--- src/rtl/tbd4_pkg.sv ---
// Shared types, constants and decode functions for the 4bpp texture block decoder.
package tbd4_pkg;

  localparam int unsigned BLK       = 4;
  localparam int unsigned ROW_W     = 2;
  localparam int unsigned TEXEL_W   = 32;
  localparam int unsigned LANES     = 4;

  // 5-bit RGB plus 4-bit alpha for one endpoint color
  typedef struct packed {
    logic [4:0] r;
    logic [4:0] g;
    logic [4:0] b;
    logic [3:0] a;
  } color_t;

  // Per-row work handed to the lanes
  typedef struct packed {
    logic [3:0][31:0] mods;
    logic [3:0]       punch_mode;
    color_t [3:0]     ca;
    color_t [3:0]     cb;
    logic [ROW_W-1:0] row;
  } row_job_t;

  function automatic color_t decode_a(input logic [31:0] cd);
    color_t c;
    if (cd[15]) begin
      c.r = cd[14:10];
      c.g = cd[9:5];
      c.b = {cd[4:1], cd[4]};
      c.a = 4'hf;
    end else begin
      c.r = {cd[11:8], cd[11]};
      c.g = {cd[7:4], cd[7]};
      c.b = {cd[3:1], cd[3:2]};
      c.a = {cd[14:12], 1'b0};
    end
    return c;
  endfunction

  function automatic color_t decode_b(input logic [31:0] cd);
    color_t c;
    if (cd[31]) begin
      c.r = cd[30:26];
      c.g = cd[25:21];
      c.b = cd[20:16];
      c.a = 4'hf;
    end else begin
      c.r = {cd[27:24], cd[27]};
      c.g = {cd[23:20], cd[23]};
      c.b = {cd[19:16], cd[19]};
      c.a = {cd[30:28], 1'b0};
    end
    return c;
  endfunction

  // Bilinear upscale of one channel; weights y,x in 0..3, sum fits in 9 bits (x16)
  function automatic logic [7:0] upscale(input logic [4:0] p, input logic [4:0] q,
                                         input logic [4:0] r, input logic [4:0] s,
                                         input logic [1:0] y, input logic [1:0] x,
                                         input logic alpha);
    logic [7:0]  top;
    logic [7:0]  bot;
    logic [10:0] v;
    logic [10:0] sum;
    top = 8'(({1'b0, 3'd4} - {2'b0, y}) * p) + 8'(y * q);
    bot = 8'(({1'b0, 3'd4} - {2'b0, y}) * r) + 8'(y * s);
    v   = 11'(({1'b0, 3'd4} - {2'b0, x}) * top) + 11'(x * bot);
    if (alpha) sum = (v >> 4) + v;
    else       sum = (v >> 6) + (v >> 1);
    return sum[7:0];
  endfunction

endpackage

--- src/rtl/tbd4_lane.sv ---
// One texel lane: upscale, modulation weight and blend for one column of a row.
module tbd4_lane
  import tbd4_pkg::*;
#(
  parameter int unsigned COL = 0
) (
  input  logic             clk,
  input  logic             load,
  input  row_job_t         job,
  output logic [31:0]      texel
);

  logic [1:0] mrow;
  logic [1:0] mcol;
  logic [1:0] blk;
  logic [1:0] code;
  logic [3:0] w;
  logic       punch;
  logic       pt_mode;
  logic [31:0] mword;
  logic [31:0] texel_next;

  // modulation grid position row+2, col+2
  always_comb begin
    logic [2:0] gr;
    logic [2:0] gc;
    gr = {1'b0, job.row} + 3'd2;
    gc = 3'(COL) + 3'd2;
    mrow = gr[1:0];
    mcol = gc[1:0];
    blk = {gr[2], gc[2]};
    mword = job.mods[blk];
    pt_mode = job.punch_mode[blk];
    code = mword[{mrow, mcol, 1'b0} +: 2];
  end

  // weight lookup
  always_comb begin
    punch = 1'b0;
    if (pt_mode) begin
      case (code)
        2'd0: w = 4'd0;
        2'd1: w = 4'd4;
        2'd2: begin w = 4'd4; punch = 1'b1; end
        default: w = 4'd8;
      endcase
    end else begin
      case (code)
        2'd0: w = 4'd0;
        2'd1: w = 4'd3;
        2'd2: w = 4'd5;
        default: w = 4'd8;
      endcase
    end
  end

  // per-channel upscale and blend; colors indexed at grid (y=COL, x=row)
  always_comb begin
    logic [7:0]  a;
    logic [7:0]  b;
    logic [11:0] v;
    texel_next = '0;
    for (int ch = 0; ch < 4; ch++) begin
      case (ch)
        0: begin
          a = upscale(job.ca[0].r, job.ca[1].r, job.ca[2].r, job.ca[3].r,
                      2'(COL), job.row, 1'b0);
          b = upscale(job.cb[0].r, job.cb[1].r, job.cb[2].r, job.cb[3].r,
                      2'(COL), job.row, 1'b0);
        end
        1: begin
          a = upscale(job.ca[0].g, job.ca[1].g, job.ca[2].g, job.ca[3].g,
                      2'(COL), job.row, 1'b0);
          b = upscale(job.cb[0].g, job.cb[1].g, job.cb[2].g, job.cb[3].g,
                      2'(COL), job.row, 1'b0);
        end
        2: begin
          a = upscale(job.ca[0].b, job.ca[1].b, job.ca[2].b, job.ca[3].b,
                      2'(COL), job.row, 1'b0);
          b = upscale(job.cb[0].b, job.cb[1].b, job.cb[2].b, job.cb[3].b,
                      2'(COL), job.row, 1'b0);
        end
        default: begin
          a = upscale({1'b0, job.ca[0].a}, {1'b0, job.ca[1].a}, {1'b0, job.ca[2].a},
                      {1'b0, job.ca[3].a}, 2'(COL), job.row, 1'b1);
          b = upscale({1'b0, job.cb[0].a}, {1'b0, job.cb[1].a}, {1'b0, job.cb[2].a},
                      {1'b0, job.cb[3].a}, 2'(COL), job.row, 1'b1);
        end
      endcase
      v = 12'(a * (4'd8 - w)) + 12'(b * w);
      if (ch == 3 && punch) v = '0;
      texel_next[8*ch +: 8] = v[10:3];
    end
  end

  always_ff @(posedge clk) begin
    if (load) texel <= texel_next;
  end

endmodule

--- src/rtl/texture_block_decoder_4bpp_unit.sv ---
// The input transfer registers the held item; each row is then registered in the lanes and the output register.
// While out_stall is low, rows follow one per cycle; the four output rows of a block neighbourhood
// share the four-lane row datapath.
// Reset (rst, synchronous): drops held item and output valid; payload not cleared.
// Next item is accepted at the edge that loads the last row, so blocks stream back to back.
module texture_block_decoder_4bpp_unit
  import tbd4_pkg::*;
(
  input  logic        clk,
  input  logic        rst,
  input  logic        in_valid,
  output logic        in_stall,
  input  logic [31:0] p_mod,
  input  logic [31:0] p_color,
  input  logic [31:0] q_mod,
  input  logic [31:0] q_color,
  input  logic [31:0] r_mod,
  input  logic [31:0] r_color,
  input  logic [31:0] s_mod,
  input  logic [31:0] s_color,
  output logic        out_valid,
  input  logic        out_stall,
  output logic [31:0] texel_0,
  output logic [31:0] texel_1,
  output logic [31:0] texel_2,
  output logic [31:0] texel_3,
  output logic [1:0]  row_index,
  output logic        last_row
);

  // held item: decoded colors and modulation words
  logic          busy;
  logic [ROW_W-1:0] row;
  row_job_t      job;
  logic [3:0][31:0] mods;
  logic [3:0]    pmode;
  color_t [3:0]  ca;
  color_t [3:0]  cb;
  logic          load;
  logic          adv;
  logic          in_xfer;
  logic [3:0][31:0] lane_out;

  assign load    = busy && (!out_valid || !out_stall);
  assign adv     = load;
  assign in_stall = busy && !(adv && row == 2'd3);
  assign in_xfer = in_valid && !in_stall;

  always_ff @(posedge clk) begin
    if (in_xfer) begin
      mods  <= {s_mod, r_mod, q_mod, p_mod};
      pmode <= {s_color[0], r_color[0], q_color[0], p_color[0]};
      ca    <= {decode_a(s_color), decode_a(r_color), decode_a(q_color), decode_a(p_color)};
      cb    <= {decode_b(s_color), decode_b(r_color), decode_b(q_color), decode_b(p_color)};
    end
  end

  // row sequencer
  always_ff @(posedge clk) begin
    if (rst) begin
      busy <= 1'b0;
      row  <= '0;
    end else begin
      if (in_xfer) begin
        busy <= 1'b1;
        row  <= '0;
      end else if (adv) begin
        row <= row + 2'd1;
        if (row == 2'd3) busy <= 1'b0;
      end
    end
  end

  always_comb begin
    job.mods       = mods;
    job.punch_mode = pmode;
    job.ca         = ca;
    job.cb         = cb;
    job.row        = row;
  end

  // four texel lanes
  for (genvar l = 0; l < LANES; l++) begin : g_lane
    tbd4_lane #(.COL(l)) u_lane (
      .clk  (clk),
      .load (load),
      .job  (job),
      .texel(lane_out[l])
    );
  end

  // output register merges lane results with row tag
  always_ff @(posedge clk) begin
    if (rst) begin
      out_valid <= 1'b0;
    end else if (load) begin
      out_valid <= 1'b1;
    end else if (!out_stall) begin
      out_valid <= 1'b0;
    end
  end

  always_ff @(posedge clk) begin
    if (load) begin
      row_index <= row;
      last_row  <= (row == 2'd3);
    end
  end

  assign texel_0 = lane_out[0];
  assign texel_1 = lane_out[1];
  assign texel_2 = lane_out[2];
  assign texel_3 = lane_out[3];

endmodule

--- config.mk ---
export PLATFORM = sky130hd
export DESIGN_NAME = texture_block_decoder_4bpp_unit
export DESIGN_NICKNAME = d
export VERILOG_FILES = /design/src/rtl/tbd4_pkg.sv /design/src/rtl/tbd4_lane.sv /design/src/rtl/texture_block_decoder_4bpp_unit.sv
export SDC_FILE = /design/constraint.sdc
export NUM_CORES = 2
export LEC_CHECK = 0
export ABC_AREA = 1
export BUFFER_PORTS_ARGS = -buffer_cell sky130_fd_sc_hd__buf_4
export CORE_ASPECT_RATIO = 0.7
export CORE_UTILIZATION = 49
export DETAILED_ROUTE_END_ITERATION = 6
export PLACE_DENSITY = 0.66
export SLEW_MARGIN = 20
export SYNTH_ARGS = -nofsm -noshare
export SYNTH_HDL_FRONTEND = slang
export SYNTH_HIERARCHICAL = 1
export SYNTH_SLANG_ARGS = --single-unit
--- constraint.sdc ---
create_clock -name clk -period 12.7 [get_ports clk]
set_input_delay 0.635 -clock clk [delete_from_list [all_inputs] [get_ports clk]]
set_output_delay 0.635 -clock clk [all_outputs]
set_load 0.05 [all_outputs]
==> summary.md <==
| Metric | Value |
|---|---|
| Max-capacitance violation count | 0 |
| Count of clock tree sinks | 323 |
| Top-level I/O count | a little under 400 |
| Area of the mapped netlist | approximately 0.098 mm^2 |
| Final setup skew | 0.0448 ns |
| Antenna Nets Post-Route | 0 |
| Final Hold Vio Count | 0 |
| Final worst slack | about 0.80 ns |
| Clock-pin slew reported for the worst setup and hold paths after clock tree synthesis | roughly 0.070 ns |
| Final Slew Violations | 0 |
| Maximum number of pins on one net before global-route repair | between 90 and 100 |
| Library cell used as clock root buffer | sky130_fd_sc_hd__clkbuf_16 |
| Hold-fix buffer count after cts | 0 |
| Number of design-rule violations left by the first detailed-router iteration | between 6,000 and 7,000 |
| CTS max path bufs | 3 |
| Post-synthesis net count | 15,564 |
| Fill count | 18,694 |
| Sink of the worst hold path | job[180] |
| Start of the worst register-to-register path | ca[10] |
| Total die area | just over 0.2 mm^2 |
| Slowest stage cell, crit path | sky130_fd_sc_hd__edfxtp_1 |
| Placed wire-length estimate after detailed placement | 246,000 um |
| Setup slack of the worst register-to-register path | around 0.8 ns |
| Total of cells resized after clock tree synthesis | 0 |
| Hold path depth | 1 |
| Number of buffers created by CTS | 42 |
| Total length of routed wires | 290,000 um |
| Number of cell rows | around 140 |
| Worst path required time | between 10 and 15 ns |
| Post-route setup TNS | 0 ns |
| Fmax | between 80 and 90 MHz |
| Worst stage delay on the critical path | 0.86 ns |
| Number of global-route vias before repair | around 80,000 |
| Total via count in the routed design | approximately 79,000 |
| Worst path most repeated cell | sky130_fd_sc_hd__nand2_1 |
| Die Span X | approximately 540 um |
| # nets final | about 16,000 |
| Core area | 0.199 mm^2 |
| DRC violation count after routing | 0 |
| RSZ-0062 raised after global routing | false |
| Result of the run | finished clean |
| Layout Utilization | 0.529 |
| Gate Count Post-Synth | between 10,000 and 15,000 |
| Origin of the worst min-delay path | p_mod[22] |
| Pre-CTS setup slack | a little under 1 ns |
| Synth-to-layout area growth | 7.19% |
| Wire length of the first global-routing pass | roughly 450,000 um |
| Deepest level of the CTS H-tree | 2 |
| Fraction of layout instances using a drive strength above 1 | 0.0604 |
| Average wire length per cell after detail routing | between 15 and 20 um |
| Endpoint of the lowest-slack register-to-register path | g_lane[1].u_lane/texel[15] |
| Number of buffers added for setup after CTS | 0 |
| Final critical path time including I/O delays and setup | roughly 12 ns |
| Die boundary height | around 380 um |
| Leftover overflow at the end of global routing | 0 |
| Logic depth of the worst register-to-register path | just under 50 |
| Critical Path Start Type | register |
| Antenna violations before repair | 10 |
| Kind of path behind the tightest hold check | primary input to register |
| Port Buffer Count | 296 |
| CP max FO | 8 |
| Post-DR vias/cell | around 5.3 |
| Initial Util | 0.493 |
| Post-route cell area | ~0.11 mm^2 |
| Average footprint of a synthesized cell | approximately 8.1 um^2 |
| Clock tree from TritonCTS | built |
| Iteration count of the initial detailed-routing pass | 6 |
| Count of final setup violators | 0 |
| Placed cell areas | roughly 0.10 mm^2 |
| Number of warnings printed during yosys synthesis | 6 |
| GRT Util Overall | 0.291 |
| Final GP Congestion | 0.979 |
| Clock latency on the worst-skew pair | 0.70 ns |
| Critical path start-end classification | register to register |
| Kind of end point of the critical path | register |
| Transition time at the pin with the least slew margin | between 1 and 1.5 ns |
| Rel. slew slack | 0.213 |
| Portion of the clock cycle consumed by the worst path in the final layout | 0.937 |
| Data arrival time of the critical path | 12.35 ns |
## cell type report
cell class,instances,area (um^2),share of cell area
multi-input combinational,8764,77100,0.731
inverter,2844,10700,0.101
sequential,323,9670,0.0917
timing repair buffer,423,3190,0.0302
clock buffer,47,1090,0.0103
antenna,6,15.0,0.000142
clock inverter,31,360,0.00342
tap,2641,3300,0.0313
## stage by stage
stage               hold slack (ns)  std cells
floorplan                     0.523      12147
global placement              0.542      14995
detailed placement            0.577      14995
CTS                          0.0478      15073
global route                 0.0722      15075
finish                        0.110      15079
## cells in the final DEF (no fill, tap or decap), types with 86 or more instances in the layout
master and count:
sky130_fd_sc_hd__buf_4 422, sky130_fd_sc_hd__nand2_1 2152, sky130_fd_sc_hd__edfxtp_1 319, sky130_fd_sc_hd__nand3_1 381
sky130_fd_sc_hd__o21ai_0 210, sky130_fd_sc_hd__inv_1 2801, sky130_fd_sc_hd__xor2_1 298, sky130_fd_sc_hd__xnor2_1 249
sky130_fd_sc_hd__ha_1 1775, sky130_fd_sc_hd__fa_1 1382, sky130_fd_sc_hd__or2_2 98, sky130_fd_sc_hd__nand4_1 86
sky130_fd_sc_hd__nor2_1 1271, sky130_fd_sc_hd__a21oi_1 465
## sequential cells by signal, indices dropped and copies added (netlist names)
name,count
g_lane.u_lane/texel,128
ca,76
cb,76
job,32
pmode,4
row,2
row_index,2
busy,1
last_row,1
out_valid,1
## worst max-delay path: cells and delay by family (launching register included)
family,cells,cell delay (ns)
buffers and inverters,10,0.58
adder cells (fa/ha/maj),16,6.91
XOR/XNOR,3,0.64
AND/OR/NAND/NOR,14,1.37
flip-flops,1,0.86
AO/OA/AOI/OAI,6,1.24
## worst max-delay path by stage
stage	endpoint	depth (start not counted)	startpoint
after floorplan	g_lane[1].u_lane/texel[14]	46	cb[10]
after global placement	g_lane[1].u_lane/texel[15]	49	ca[10]
after detailed placement	g_lane[1].u_lane/texel[15]	49	ca[10]
after CTS	g_lane[1].u_lane/texel[15]	49	ca[10]
after global routing	g_lane[3].u_lane/texel[15]	45	ca[10]
final	g_lane[1].u_lane/texel[15]	49	ca[10]
## layer usage
| metal | vias to the layer above | global-route usage | routed length, um |
|---|---|---|---|
| met2 | 2677 | 0.449 | 126000 |
| met4 | 6 | 0.0909 | 9940 |
| met3 | 415 | 0.0640 | 26500 |
| li1 | 37718 | - | - |
| met5 | - | 0 | 36 |
| met1 | 38549 | 0.406 | 128000 |
Power is left out: the tool's default activity adds up to more than one toggle a clock period on the data nets, which glitch-free logic cannot reach.
